$ cat src/hdl/dws_pkg.sv
// Shared types, codes and widths for the deque with search.
package dws_pkg;

  localparam int unsigned DepthDefault = 16;

  localparam int unsigned ModeW   = 3;
  localparam int unsigned ValueW  = 32;
  localparam int unsigned StatusW = 2;
  localparam int unsigned PosW    = 4;
  localparam int unsigned OccW    = 5;

  typedef enum logic [ModeW-1:0] {
    ModePushFront = 3'd0,
    ModePushBack  = 3'd1,
    ModePopFront  = 3'd2,
    ModePopBack   = 3'd3,
    ModeSearch    = 3'd4
  } mode_e;

  typedef enum logic [StatusW-1:0] {
    StOk       = 2'd0,
    StEmpty    = 2'd1,
    StFull     = 2'd2,
    StNotFound = 2'd3
  } status_e;

  typedef enum logic [3:0] {
    SIdle   = 4'b0001,
    SRead   = 4'b0010,
    SSearch = 4'b0100,
    SResp   = 4'b1000
  } state_e;

  // Entry store access request for one cycle.
  typedef struct packed {
    logic wr;
    logic rd;
  } store_ctl_t;

endpackage

$ cat src/hdl/dws_if.sv
// Valid/ready channel interfaces for the request and result streams.
interface dws_in_if;
  import dws_pkg::*;
  logic              valid;
  logic              ready;
  logic [ModeW-1:0]  mode;
  logic [ValueW-1:0] value;

  modport source (output valid, output mode, output value, input ready);
  modport sink   (input valid, input mode, input value, output ready);
endinterface

interface dws_out_if;
  import dws_pkg::*;
  logic               valid;
  logic               ready;
  logic [StatusW-1:0] status;
  logic [PosW-1:0]    position;
  logic [ValueW-1:0]  removed_value;
  logic [OccW-1:0]    occupancy;

  modport source (output valid, output status, output position, output removed_value,
                  output occupancy, input ready);
  modport sink   (input valid, input status, input position, input removed_value,
                  input occupancy, output ready);
endinterface

$ cat src/hdl/dws_store.sv
// Ring-addressed entry store: front + offset wrap, one write or read port.
module dws_store #(
  parameter int unsigned DEPTH = dws_pkg::DepthDefault
) (
  input  logic                        clk_i,
  input  dws_pkg::store_ctl_t         ctl_i,
  input  logic [$clog2(DEPTH)-1:0]    front_i,
  input  logic [$clog2(DEPTH+1)-1:0]  offset_i,
  input  logic [dws_pkg::ValueW-1:0]  wdata_i,
  output logic [dws_pkg::ValueW-1:0]  rdata_o
);
  import dws_pkg::*;

  localparam int unsigned AW = $clog2(DEPTH);
  localparam int unsigned CW = $clog2(DEPTH + 1);
  localparam logic [CW:0] DepthW = (CW+1)'(DEPTH);

  logic [CW:0]       sum;
  logic [CW:0]       wrapped;
  logic [AW-1:0]     addr;
  logic [ValueW-1:0] mem_q [DEPTH];
  logic [ValueW-1:0] rdata_q;

  // front < DEPTH and offset <= DEPTH, so one conditional subtract wraps
  assign sum     = (CW+1)'(front_i) + (CW+1)'(offset_i);
  assign wrapped = (sum >= DepthW) ? (sum - DepthW) : sum;
  assign addr    = wrapped[AW-1:0];

  always_ff @(posedge clk_i) begin
    if (ctl_i.wr) begin
      mem_q[addr] <= wdata_i;
    end
    if (ctl_i.rd) begin
      rdata_q <= mem_q[addr];
    end
  end

  assign rdata_o = rdata_q;

endmodule

$ cat src/hdl/deque_with_search_unit.sv
// Top level of the bounded double-ended queue with linear search.
//
// Bounded deque of DEPTH signed 32-bit entries kept as a ring in a single-port
// memory. Each request transfer carries a mode (push front, push back, pop
// front, pop back, search) and a value; each produces exactly one result
// transfer with status, match position, popped value and the occupancy after
// the operation. Requests are taken one at a time: a push, a rejected pop,
// a search on an empty queue or an unused mode is ready for the result
// register in the cycle after the request transfer, a successful pop after
// one registered memory read, and a search once the scan hits or, on a miss,
// has compared the last held entry, since the search walks the ring through
// the one memory read port and a single 32-bit comparator, one entry per
// cycle. The request side is ready again once the result is loaded into the
// output register. The result sits in an output register, so a new request
// is taken while an earlier result still waits for its transfer. The store
// needs no clearing after reset; only held entries are ever read.
module deque_with_search_unit #(
  parameter int unsigned DEPTH = dws_pkg::DepthDefault
) (
  input  logic       clk_i,
  input  logic       rst_ni,
  dws_in_if.sink     in_i,
  dws_out_if.source  out_o
);
  import dws_pkg::*;

  localparam int unsigned AW = $clog2(DEPTH);
  localparam int unsigned CW = $clog2(DEPTH + 1);
  localparam logic [CW-1:0] CntFull = CW'(DEPTH);
  localparam logic [AW-1:0] IdxLast = AW'(DEPTH - 1);

  state_e            state_q, state_d;
  logic [CW-1:0]     cnt_q, cnt_d;
  logic [AW-1:0]     front_q, front_d;
  logic [AW-1:0]     cmp_q, cmp_d;
  logic [ValueW-1:0] key_q, key_d;

  // pending result
  status_e           res_status_q, res_status_d;
  logic [PosW-1:0]   res_pos_q, res_pos_d;
  logic [ValueW-1:0] res_rem_q, res_rem_d;
  logic [OccW-1:0]   res_occ_q, res_occ_d;

  // output register
  logic              out_vld_q, out_vld_d;
  status_e           out_status_q;
  logic [PosW-1:0]   out_pos_q;
  logic [ValueW-1:0] out_rem_q;
  logic [OccW-1:0]   out_occ_q;
  logic              out_ld;

  logic              accept;
  logic              is_full;
  logic              is_empty;
  logic [AW-1:0]     front_dec;
  logic [AW-1:0]     front_inc;
  store_ctl_t        st_ctl;
  logic [CW-1:0]     st_offset;
  logic [ValueW-1:0] st_rdata;

  assign in_i.ready = (state_q == SIdle);
  assign accept     = in_i.valid && in_i.ready;
  assign is_full    = (cnt_q == CntFull);
  assign is_empty   = (cnt_q == '0);
  assign front_dec  = (front_q == '0) ? IdxLast : (front_q - AW'(1));
  assign front_inc  = (front_q == IdxLast) ? '0 : (front_q + AW'(1));

  // Sequencer: pushes finish at the request, pops wait one memory read,
  // search walks entries through the shared read port and comparator.
  always_comb begin
    state_d      = state_q;
    cnt_d        = cnt_q;
    front_d      = front_q;
    cmp_d        = cmp_q;
    key_d        = key_q;
    res_status_d = res_status_q;
    res_pos_d    = res_pos_q;
    res_rem_d    = res_rem_q;
    res_occ_d    = res_occ_q;
    st_ctl       = '0;
    st_offset    = '0;
    out_ld       = 1'b0;

    unique case (state_q)
      SIdle: begin
        if (accept) begin
          key_d        = in_i.value;
          res_status_d = StOk;
          res_pos_d    = '0;
          res_rem_d    = '0;
          state_d      = SResp;
          unique case (in_i.mode)
            ModePushFront: begin
              if (is_full) begin
                res_status_d = StFull;
              end else begin
                // new front is the slot just before the old one
                st_ctl.wr = 1'b1;
                st_offset = CW'(DEPTH - 1);
                front_d   = front_dec;
                cnt_d     = cnt_q + CW'(1);
              end
            end
            ModePushBack: begin
              if (is_full) begin
                res_status_d = StFull;
              end else begin
                st_ctl.wr = 1'b1;
                st_offset = cnt_q;
                cnt_d     = cnt_q + CW'(1);
              end
            end
            ModePopFront: begin
              if (is_empty) begin
                res_status_d = StEmpty;
              end else begin
                st_ctl.rd = 1'b1;
                st_offset = '0;
                front_d   = front_inc;
                cnt_d     = cnt_q - CW'(1);
                state_d   = SRead;
              end
            end
            ModePopBack: begin
              if (is_empty) begin
                res_status_d = StEmpty;
              end else begin
                st_ctl.rd = 1'b1;
                st_offset = cnt_q - CW'(1);
                cnt_d     = cnt_q - CW'(1);
                state_d   = SRead;
              end
            end
            ModeSearch: begin
              if (is_empty) begin
                res_status_d = StNotFound;
              end else begin
                // fetch the front entry, compare it next cycle
                st_ctl.rd = 1'b1;
                st_offset = '0;
                cmp_d     = '0;
                state_d   = SSearch;
              end
            end
            default: begin
              // unused code: no state change, plain ok
            end
          endcase
          res_occ_d = OccW'(cnt_d);
        end
      end
      SRead: begin
        res_rem_d = st_rdata;
        state_d   = SResp;
      end
      SSearch: begin
        // st_rdata holds the entry at position cmp_q
        if (st_rdata == key_q) begin
          res_status_d = StOk;
          res_pos_d    = PosW'(cmp_q);
          state_d      = SResp;
        end else if (CW'(cmp_q) == (cnt_q - CW'(1))) begin
          res_status_d = StNotFound;
          state_d      = SResp;
        end else begin
          st_ctl.rd = 1'b1;
          st_offset = CW'(cmp_q) + CW'(1);
          cmp_d     = cmp_q + AW'(1);
        end
      end
      SResp: begin
        if (!out_vld_q || out_o.ready) begin
          out_ld  = 1'b1;
          state_d = SIdle;
        end
      end
      default: begin
        state_d = SIdle;
      end
    endcase
  end

  always_comb begin
    out_vld_d = out_vld_q;
    if (out_ld) begin
      out_vld_d = 1'b1;
    end else if (out_o.ready) begin
      out_vld_d = 1'b0;
    end
  end

  always_ff @(posedge clk_i or negedge rst_ni) begin
    if (!rst_ni) begin
      state_q   <= SIdle;
      cnt_q     <= '0;
      front_q   <= '0;
      cmp_q     <= '0;
      out_vld_q <= 1'b0;
    end else begin
      state_q   <= state_d;
      cnt_q     <= cnt_d;
      front_q   <= front_d;
      cmp_q     <= cmp_d;
      out_vld_q <= out_vld_d;
    end
  end

  // payload registers, no reset
  always_ff @(posedge clk_i) begin
    key_q        <= key_d;
    res_status_q <= res_status_d;
    res_pos_q    <= res_pos_d;
    res_rem_q    <= res_rem_d;
    res_occ_q    <= res_occ_d;
    if (out_ld) begin
      out_status_q <= res_status_q;
      out_pos_q    <= res_pos_q;
      out_rem_q    <= res_rem_q;
      out_occ_q    <= res_occ_q;
    end
  end

  dws_store #(
    .DEPTH (DEPTH)
  ) u_store (
    .clk_i    (clk_i),
    .ctl_i    (st_ctl),
    .front_i  (front_q),
    .offset_i (st_offset),
    .wdata_i  (in_i.value),
    .rdata_o  (st_rdata)
  );

  assign out_o.valid         = out_vld_q;
  assign out_o.status        = out_status_q;
  assign out_o.position      = out_pos_q;
  assign out_o.removed_value = out_rem_q;
  assign out_o.occupancy     = out_occ_q;

  // Occupancy never passes capacity.
  a_cnt_bound: assert property (@(posedge clk_i) disable iff (!rst_ni)
    cnt_q <= CntFull)
    else $error("entry count above capacity");

  // A push on a full queue leaves the ring untouched.
  a_full_drop: assert property (@(posedge clk_i) disable iff (!rst_ni)
    (accept && is_full &&
     (in_i.mode == ModePushFront || in_i.mode == ModePushBack))
    |=> (cnt_q == $past(cnt_q)) && (front_q == $past(front_q)))
    else $error("push on full queue changed state");

  // The search scan stays inside the held entries.
  a_scan_range: assert property (@(posedge clk_i) disable iff (!rst_ni)
    (state_q == SSearch) |-> (CW'(cmp_q) < cnt_q))
    else $error("search scan past last held entry");

  // A pop on an empty queue leaves the ring untouched.
  a_empty_pop: assert property (@(posedge clk_i) disable iff (!rst_ni)
    (accept && is_empty &&
     (in_i.mode == ModePopFront || in_i.mode == ModePopBack))
    |=> (cnt_q == '0) && (front_q == $past(front_q)))
    else $error("pop on empty queue changed state");

endmodule
$ cat src/flat_wrapper.sv
// flat-port wrapper written by rule: the top's interface ports become plain ports
module deque_with_search_unit_flat import dws_pkg::*;
#(
  parameter int unsigned DEPTH = dws_pkg::DepthDefault
)
  (clk_i, rst_ni, in_i_valid, in_i_mode, in_i_value, in_i_ready, out_o_valid, out_o_status, out_o_position, out_o_removed_value, out_o_occupancy, out_o_ready);
  dws_in_if in_i_i ();
  dws_out_if out_o_i ();
  input  logic clk_i;
  input  logic rst_ni;
  input wire logic [$bits(in_i_i.valid)-1:0] in_i_valid;
  input wire logic [$bits(in_i_i.mode)-1:0] in_i_mode;
  input wire logic [$bits(in_i_i.value)-1:0] in_i_value;
  output wire logic [$bits(in_i_i.ready)-1:0] in_i_ready;
  output wire logic [$bits(out_o_i.valid)-1:0] out_o_valid;
  output wire logic [$bits(out_o_i.status)-1:0] out_o_status;
  output wire logic [$bits(out_o_i.position)-1:0] out_o_position;
  output wire logic [$bits(out_o_i.removed_value)-1:0] out_o_removed_value;
  output wire logic [$bits(out_o_i.occupancy)-1:0] out_o_occupancy;
  input wire logic [$bits(out_o_i.ready)-1:0] out_o_ready;
  assign in_i_i.valid = in_i_valid;
  assign in_i_i.mode = in_i_mode;
  assign in_i_i.value = in_i_value;
  assign in_i_ready = in_i_i.ready;
  assign out_o_valid = out_o_i.valid;
  assign out_o_status = out_o_i.status;
  assign out_o_position = out_o_i.position;
  assign out_o_removed_value = out_o_i.removed_value;
  assign out_o_occupancy = out_o_i.occupancy;
  assign out_o_i.ready = out_o_ready;
  deque_with_search_unit #(.DEPTH(DEPTH)) u_core (.clk_i(clk_i), .rst_ni(rst_ni), .in_i(in_i_i), .out_o(out_o_i));
endmodule
$ cat config.mk
export PLATFORM = sky130hd
export DESIGN_NAME = deque_with_search_unit_flat
export DESIGN_NICKNAME = d
export VERILOG_FILES = /design/src/hdl/dws_pkg.sv /design/src/hdl/dws_if.sv /design/src/hdl/dws_store.sv /design/src/hdl/deque_with_search_unit.sv /design/src/flat_wrapper.sv
export SDC_FILE = /design/constraint.sdc
export NUM_CORES = 1
export LEC_CHECK = 0
export BUFFER_PORTS_ARGS = -buffer_cell sky130_fd_sc_hd__buf_2
export CAP_MARGIN = 0
export CORE_MARGIN = 2
export CORE_UTILIZATION = 55
export CTS_CLUSTER_SIZE = 20
export DETAILED_ROUTE_END_ITERATION = 12
export GPL_ROUTABILITY_DRIVEN = 0
export PLACE_DENSITY = 0.72
export SLEW_MARGIN = 15
export SYNTH_ARGS = -nofsm -noshare
export SYNTH_HDL_FRONTEND = slang
export SYNTH_SLANG_ARGS = --single-unit
$ cat constraint.sdc
create_clock -name clk_i -period 7.9 [get_ports clk_i]
set_input_delay 1.58 -clock clk_i [delete_from_list [all_inputs] [get_ports clk_i]]
set_output_delay 1.58 -clock clk_i [all_outputs]
set_load 0.02 [all_outputs]
## Word-level counts from Yosys, hierarchy flattened

Memories as Yosys holds them, arrays and structs flattened. A register that Yosys moved wholly into a read port is not among the register bits.
Index checks and enable logic that the tools add are counted.
W data, S select, Z words.

- Output and inout bits: 45
- Input bits: 39
- Register bits after elaboration: 136
- Logic and storage cells: 125
- Memory bits (writable): 512
- Memories: 1

Memory list:

| memory | words | bits a word | rd ports | clocked after Yosys merged registers in | wr ports | RTL line | text |
|---|---|---|---|---|---|---|---|
| u_core.u_store.mem_q | 16 | 32 | 1 | 1 | 1 | dws_store.sv:21 | `logic [ValueW-1:0] mem_q [DEPTH];` |

- Muxes and demuxes: 59
- Magnitude comparators: 1
- $add $sub $neg: 8
- Reductions and logical operators: 20
- Eq/ne operators: 22

Operator list:

| operator | number |
|---|---|
| $mux W4 | 19 |
| $pmux W32 S2 | 1 |
| $mux W5 | 7 |
| $eq A32 B32 Y1 | 1 |
| $mux W32 | 1 |
| $pmux W4 S2 | 4 |
| $pmux W5 S2 | 2 |
| $pmux W4 S4 | 1 |
| $pmux W5 S3 | 1 |
| $mux W1 | 14 |
| $ne A2 B2 Y1 const B | 7 |
| $mux W2 | 6 |
| $reduce_and A3 Y1 | 3 |
| $add A4 B1 Y4 const B | 2 |
| $eq A4 B4 Y1 const B | 2 |
| $reduce_bool A2 Y1 | 4 |
| $sub A4 B1 Y4 const B | 2 |
| $add A4 B5 Y6 | 1 |
| $eq A3 B2 Y1 const B | 2 |
| $ge A6 B5 Y1 const B | 1 |
| $pmux W2 S3 | 1 |
| $reduce_and A6 Y1 | 1 |
| $add A4 B1 Y5 const B | 1 |
| $add A5 B1 Y5 const B | 1 |
| other kinds (22) | 25 |

## Longest topological paths before layout

Gate-level depths: netlist of run 1.

- Word-level depth: 8
- Gate-level depth with buffers: 17
- Depth with buffers taken out: 15

## Modules after synthesis

Synthesis of run 1 repeated with hierarchy kept, for this count alone.

- Cells, all modules: 1313
- Area, all modules: 26470.4 um^2

By module, submodules not included:

| module | times used | cells each | sequential area each (um^2) | area each (um^2) |
|---|---|---|---|---|
| dws_store | 1 | 911 | 16335.7 | 20716.1 |
| deque_with_search_unit | 1 | 402 | 3995.1 | 5754.3 |

## Worst setup path before layout of run 1

Ideal clock, no wire load.

- Path kind: in2reg
- From: input port in_i_mode[1]
- To: memory u_core.u_store.mem_q[12][0] (enable)
- Library setup time: 0.513 ns
- Buffers on the path: 4
- Setup slack: 0.370 ns
- Data arrival time: 7.017 ns
- Cell stages on the path: 10
- Required time: 7.387 ns
- Cell sequence: clkbuf_1 -> clkbuf_1 -> nand3_1 -> o31a_1 -> o22ai_1 -> ha_1 -> fa_1 -> buf_1 -> clkbuf_1 -> nor4b_1

- Longest elaborated chain between the ends: 7
- Elaborated cells on any way between the ends: 16
- Those cells by class: add/sub: 2; order compare: 1; eq/ne: 2; mux: 9; reduce/logical: 2

RTL lines:

| element | RTL line | text |
|---|---|---|
| from (decl) | flat_wrapper.sv:12 | `input wire logic [$bits(in_i_i.mode)-1:0] in_i_mode;` |
| $eq A3 B2 Y1 (tied with other cells) | deque_with_search_unit.sv:92 | `unique case (in_i.mode)` |
| $pmux W5 S3 or $reduce_or A2 Y1 (tied branches) | -- |  |
| $mux W5 or $mux W1 (tied branches) | -- |  |
| $pmux W5 S2 or $mux W2 (tied branches) | deque_with_search_unit.sv:84, deque_with_search_unit.sv:86 |  |
| $add A4 B5 Y6 or $mux W1 (tied branches) | dws_store.sv:25, deque_with_search_unit.sv:84 |  |
| $ge A6 B5 Y1 (tied with other cells) | dws_store.sv:26 | `assign wrapped = (sum >= DepthW) ? (sum - DepthW) : sum;` |
| $mux W4 or $mux W1 (tied branches) | dws_store.sv:26, dws_store.sv:31 |  |
| to (decl) | dws_store.sv:21 |  |

Parallel ways exist; a longest one is shown, timed or not.

## Final worst setup path of run 1

- From: register u_core.cnt_q[0]
- To: memory u_core.u_store.mem_q[6][20] (enable)

- Longest elaborated chain between the ends: 8
- Elaborated cells on any way between the ends: 22
- Those cells by class: add/sub: 3; order compare: 1; eq/ne: 2; mux: 15; reduce/logical: 1

RTL lines:

| element | RTL line | text |
|---|---|---|
| from (decl) | deque_with_search_unit.sv:33 | `logic [CW-1:0] cnt_q, cnt_d;` |
| from (signal assigned) | deque_with_search_unit.sv:201 | `cnt_q <= cnt_d;` |
| $sub A5 B1 Y5 (tied with other cells) | deque_with_search_unit.sv:129, deque_with_search_unit.sv:162 |  |
| $eq A4 B5 Y1 (tied with other cells) | deque_with_search_unit.sv:162 | `end else if (CW'(cmp_q) == (cnt_q - CW'(1))) begin` |
| $mux W5 or $pmux W5 S3 (tied branches) | deque_with_search_unit.sv:162, deque_with_search_unit.sv:92 |  |
| $mux W5, on equally long branches | deque_with_search_unit.sv:158, deque_with_search_unit.sv:86 |  |
| $pmux W5 S2 | deque_with_search_unit.sv:84 | `unique case (state_q)` |
| $add A4 B5 Y6 | dws_store.sv:25 | `assign sum = (CW+1)'(front_i) + (CW+1)'(offset_i);` |
| $ge A6 B5 Y1 or $sub A4 B1 Y4 (tied branches) | dws_store.sv:26 |  |
| $mux W4 | dws_store.sv:26 |  |

Parallel ways exist; a longest one is shown, timed or not.

==> impl_metrics.ini, run 1 <==
[timing]
finalSetupTns_ps = 0
finalCriticalPeriod_ps = 5880
max_clock_freq_mhz = 170
tightestPinTransition_ps = 1150
finalHoldViolCount = 0
worst_slack_ps = 2020
fin_skew_ps = 26.3
slew_headroom_pct = 23.6
rsz0062_at_grt = no
setup_viol = 0
slew_violations = 0
timing.final.crit_share_pct = 74.4

[die]
die_h_um = 223
die-width_um = 223
dieArea_sq_um = 49700
core_area_sq_um = 47500
rows = 80
start_util_pct = 55.4
ios = 84

[clocking]
root_buffer = clkbuf_16
clock_latency_ps = 610
h-tree-depth = 3
path_clk_slew_ps = 60
clock_path_buffers = 3
hold_buffers = 0
cts_buffers = 69
cts_tree = yes
post_cts_buffers = 0
cts_resized = 0
cts_sinks = 680

[logic_synthesis]
synth_area_leaders = edfxtp_1 (75%), mux4_2 (11%), mux2i_1 (3.8%), dfrtp_1 (1.6%), xnor2_1 (1.3%)
synth_area_sq_um = 26300
synth_commonest_cells = edfxtp_1 (662), mux4_2 (128), mux2i_1 (100), xnor2_1 (40), and2_1 (35)
synth_fa_ha_area_share_pct = 0.598
synth_most_common_cell = edfxtp_1
synth_edf_count = 662
yosys-mux-area-fraction_pct = 14.7
syn-instance-count = 1248
synth_cell_types = 55
synthFlopType = edfxtp_1
async_flop_share_pct = 2.65
synth_area_leader_cell = edfxtp_1
yosysSeqAreaShare_pct = 77.2
synth_xor_area_share_pct = 1.56
syn_area_per_cell_sq_um = 21.1
ys_seq_elements = 680
synth_top_area_share_pct = 75.5
synth_top_family_by_area = multiplexers
synth_compound_area_share_pct = 1.71
yosysWarnings = 0
synth_fp_nets = 1299
synth_simple_gate_area_share_pct = 3.11

[placement]
dpl_worst_slack_ps = 2080
postPlaceCellArea_sq_um = 27700
hpwl_um = 30800
portBuffers = 83

[worst_setup_path]
crit_chain = inv_1 > ha_1 > or3b_2 > nor2_1 > inv_1 > ha_1 > nand3_1 > o31a_1 > o22ai_1 > ha_4 > fa_4 > buf_4 > nand2_1 > nor3_2 > buf_4
crit_required_ps = 8130
reg2reg_to = u_core.u_store.mem_q[6][20]
r2r_slack_ps = 2020
startpoint_type = flip-flop
worstRegToRegCells = 15
worstPathMaxFanout = 36
critical_path_class = reg -> reg
max_stage_delay_ps = 1190
worstPathArrival_ps = 6110
cp.buffers_inverters = 4
path_delay_family = adder cells
critical-path-slowest-cell = fa_4
rr_startpoint = u_core.cnt_q[0]
end_kind = flip-flop

[run]
cap_violations = 0

[global_route]
track_usage_pct = 22.4
antenna_found_initial = 3
grt_max_degree = 75
grt_remaining_overflow = 0
grt_pass1_vias = 12643
grt_pass1_wl_um = 80900

[route]
drtAntennaViolNets = 0
via_per_inst = 6.10
post_drt_wl_per_cell_um = 26.5
dr.first_iter.drc_count = 1349
vias = 12512
drc = 0
wl_um = 54400
drtPass1Iterations = 5

[run_status]
status = complete, no violations

[layout]
drive_above_1_share_pct = 25.8
fin_util_pct = 62.8
design_area_sq_um = 29900
fillerInstances = 3193
layout.nets = 1431
area_growth_pct = 13.4

[hold_path]
hold_end = u_core.out_o.removed_value[18]
holdPathStages = 0
min_from = u_core.res_rem_q[18]
min_path_type = reg -> reg

[pwr]
power.density_nw_per_um2 = 347
ir_drop_uv = 232
fin_total_pwr_mw = 10.4
leakage_nw = 9.83
## cell type report
class | instances | area [sq um] | area share, %
clock buffer | 79 | 1810 | 6.05
tap | 615 | 769 | 2.58
sequential | 680 | 20300 | 68.0
clock inverter | 47 | 365 | 1.22
inverter | 15 | 56.3 | 0.188
antenna | 1 | 2.50 | 0.00838
timing repair buffer | 115 | 668 | 2.24
multi-input combinational | 499 | 5880 | 19.7
## sequential cells by signal (all words and copies together), names as in the netlist, 5 cells and up
name                        cells
u_core.u_store.mem_q          512
u_core.key_q                   32
u_core.out_o.removed_value     32
u_core.res_rem_q               32
u_core.u_store.rdata_o         32
u_core.cnt_q                    5
u_core.out_o.occupancy          5
u_core.res_occ_q                5
## how the worst max path moves through the flow
stage                    start                            to  slack (ps)  cells after the start
2_1_floorplan     in_i_mode[1]   u_core.u_store.mem_q[12][0]         370                     10
6_report       u_core.cnt_q[0]   u_core.u_store.mem_q[6][20]        2020                     15
3_3_place_gp   u_core.cnt_q[0]    u_core.u_store.mem_q[6][4]        2120                     15
4_1_cts        u_core.cnt_q[0]   u_core.u_store.mem_q[6][20]        2070                     15
3_5_place_dp      in_i_mode[1]  u_core.u_store.mem_q[15][22]        2080                     13
5_1_grt        u_core.cnt_q[0]    u_core.u_store.mem_q[6][4]        1780                     15
## worst reg2reg max path, cell delays in order (launching register included)
cell and delay, ps:
dfrtp_1 490, inv_1 190, ha_1 340, or3b_2 490, nor2_1 400, inv_1 160, ha_1 220, nand3_1 80
o31a_1 170, o22ai_1 110, ha_4 190, fa_4 1190, buf_4 560, nand2_1 190, nor3_2 220, buf_4 500
## stage by stage
stage	hold WS, ps	cells
global placement	403	1924
finish	416	2051
global route	424	2051
CTS	418	2050
detailed placement	405	1924
floorplan	400	1248
## kinds of logic (layout without fill, tap and decap cells)
logic type,count (synthesis),in the layout
flops,680,680
mux,228,228
simple gates,143,143
compound gates,70,70
buf+inv,69,256
xor+xnor,46,46
fa+ha+maj,12,12
other cells,0,1
## routing by layer
metal	vias up	GRT usage [%]	share of wire, %
met1	6557	31.3	41
met3	88	4.27	6.8
li1	5385	-	-
met2	480	35.8	49
met5	-	0	0.024
met4	2	8.29	2.9
## cells in the final DEF (no fill, tap or decap), types with 6 or more instances in the layout
cell type    n
edfxtp_1   662
mux4_2     128
mux2i_1    100
buf_2       83
clkbuf_16   71
xnor2_1     40
and2_1      35
buf_4       31
nand2_1     26
o21ai_0     25
clkinv_1    23
nor2_1      21
dfrtp_1     17
inv_1       14
a21oi_1     13
ha_1        10
clkinv_2    10
nand4_1      9
clkbuf_1     8
nand3_1      6
nor3_1       6
inv_6        6
## power by group
group          switching (mW)  total, mW  leakage, nW  internal [mW]
Sequential              0.152       4.48         6.23           4.33
Combinational            1.51       2.76         2.54           1.25
Clock                    1.33       3.14         1.06           1.81
(Power assumes the default switching activity.)
==> inputs of run 2 (changes only) <==
==> constraint.sdc (replaced) <==
create_clock -name clk_i -period 5.6 [get_ports clk_i]
set_input_delay 1.12 -clock clk_i [delete_from_list [all_inputs] [get_ports clk_i]]
set_output_delay 1.12 -clock clk_i [all_outputs]
set_load 0.02 [all_outputs]
==> run 2 against run 1 <==
Compared with the run above:
- count of clock-buffer cells in the layout grew 8
- sequential share of layout area decreased by 1.5 points
- largest cell class unchanged
- non-clock buffer count up 26
==> impl_metrics.ini, run 2 (synthesis results as in run 1) <==
[placement]
postPlaceCellArea_sq_um = 28300
portBuffers = 83
hpwl_um = 31900
placed_cells = 1950

[clocking]
path_clk_slew_ps = 60
cts_sinks = 680
clock_latency_ps = 610
root_buffer = clkbuf_16
cts_buffers = 69
hold_buffers = 0
post_cts_buffers = 0
h-tree-depth = 3
cts_tree = yes
clock_path_buffers = 3
cts_resized = 0

[die]
die-width_um = 223
core_area_sq_um = 47500
ios = 84
start_util_pct = 55.4
dieArea_sq_um = 49700
rows = 80
die_h_um = 223

[timing]
rsz0062_at_grt = no
timing.final.crit_share_pct = 90.1
setup_viol = 0
max_clock_freq_mhz = 198
slew_headroom_pct = 25.1
tightestPinTransition_ps = 1120
fin_skew_ps = 31.8
finalHoldViolCount = 0
finalCriticalPeriod_ps = 5050
slew_violations = 0

[worst_setup_path]
worstPathMaxFanout = 15
crit_required_ps = 5850
startpoint_type = flip-flop
worstPathArrival_ps = 5300
critical_path_class = reg -> reg
worstRegToRegCells = 15
end_kind = flip-flop

[route]
wl_um = 54200
dr.first_iter.drc_count = 1286
via_per_inst = 6.10
drc = 0
vias = 12661
drtPass1Iterations = 8
drtAntennaViolNets = 0
post_drt_wl_per_cell_um = 26.1

[layout]
area_growth_pct = 16.0
largest_register_ffs = 512
regMostFlops = u_core.u_store.mem_q
register_area_sq_um = 20300
layout.nets = 1457
layout_common_cells = edfxtp_1 (662), mux4_2 (128), mux2i_1 (100), buf_2 (83), clkbuf_16 (72)
mostFrequentLayoutCell = edfxtp_1
drive_above_1_share_pct = 27.1
final-instance-count-excl-fill = 2075
n_antenna_cell = 0
fillerInstances = 3075
design_area_sq_um = 30600
fin_util_pct = 64.3
multi_input_area_sq_um = 5950

[global_route]
track_usage_pct = 22.3
grt_pass1_wl_um = 81000
grt_remaining_overflow = 0
grt_pass1_vias = 12826
antenna_found_initial = 1
grt_max_degree = 43

[pwr]
clkPwrFrac_pct = 30.7
intPower_mw = 10.8
switching_share_pct = 28.2
combPwrFrac_pct = 27.3
ir_drop_uv = 313
power.switching_mw = 4.25
sequentialPowerShare_pct = 42.0
leakage_nw = 10.1
power.density_nw_per_um2 = 493

[run]
cap_violations = 0

[hold_path]
min_path_type = reg -> reg
holdPathStages = 0

[run_status]
status = complete, no violations
==> run 2: through the flow <==
step / power, mW / setup WS (ps) / hold WS (ps) / TNS, ps
5_1_grt: 15.7 / 272 / 423 / 0
3_5_place_dp: 10.6 / 685 / 405 / 0
6_report: 15.1 / 552 / 416 / 0
3_3_place_gp: 10.5 / 806 / 400 / 0
2_1_floorplan: 9.29 / -563 / 400 / -34510
4_1_cts: 15.2 / 617 / 418 / 0
==> run 2: routing by layer <==
metal / track usage, % / wire length [um]
met4: 7.88 / 1400
met3: 4.10 / 3320
met1: 31.1 / 22600
met5: 0 / 0
met2: 36.1 / 26800
==> run 2: power groups by stage <==
stage / clock (mW) / combinational [mW] / sequential [mW]
after floorplan: 0 / 2.89 / 6.40
after global placement: 0 / 4.09 / 6.40
after detailed placement: 0 / 4.15 / 6.42
after CTS: 4.71 / 4.18 / 6.31
after global routing: 4.91 / 4.40 / 6.34
final: 4.63 / 4.11 / 6.32
==> run 2: layout make-up <==
type | instances | share of cell area, %
Clock inverter | 38 | 1.37
Clock buffer | 87 | 6.14
Multi-Input combinational cell | 499 | 19.5
Timing Repair Buffer | 141 | 3.81
Sequential cell | 680 | 66.5
Inverter | 15 | 0.184
Tap cell | 615 | 2.52
==> run 2: path summary, 6_finish.rpt <==
check / start / to / slack, ps
hold / removal: u_core.res_rem_q[17] / u_core.out_o.removed_value[17] / 420
setup / recovery: u_core.cnt_q[0] / u_core.u_store.mem_q[7][26] / 550
max in group asynchronous: rst_ni / u_core.state_q[0] / 4770
hold reg to reg: u_core.res_rem_q[17] / u_core.out_o.removed_value[17] / 420
setup reg to reg: u_core.cnt_q[0] / u_core.u_store.mem_q[7][26] / 550
min in group asynchronous: rst_ni / u_core.cnt_q[4] / 460
==> run 2: worst max-delay path, stage by stage, from the launching register on <==
cell     delay (ps)
dfrtp_1         470
inv_1           160
ha_1            300
or3b_2          480
nor2_1          380
inv_1           160
ha_1            210
nand3_1          80
o31a_1          130
o22ai_1         100
ha_4            200
fa_4            520
xor2_4          530
nand2_1         270
nor3_4          280
buf_4           390
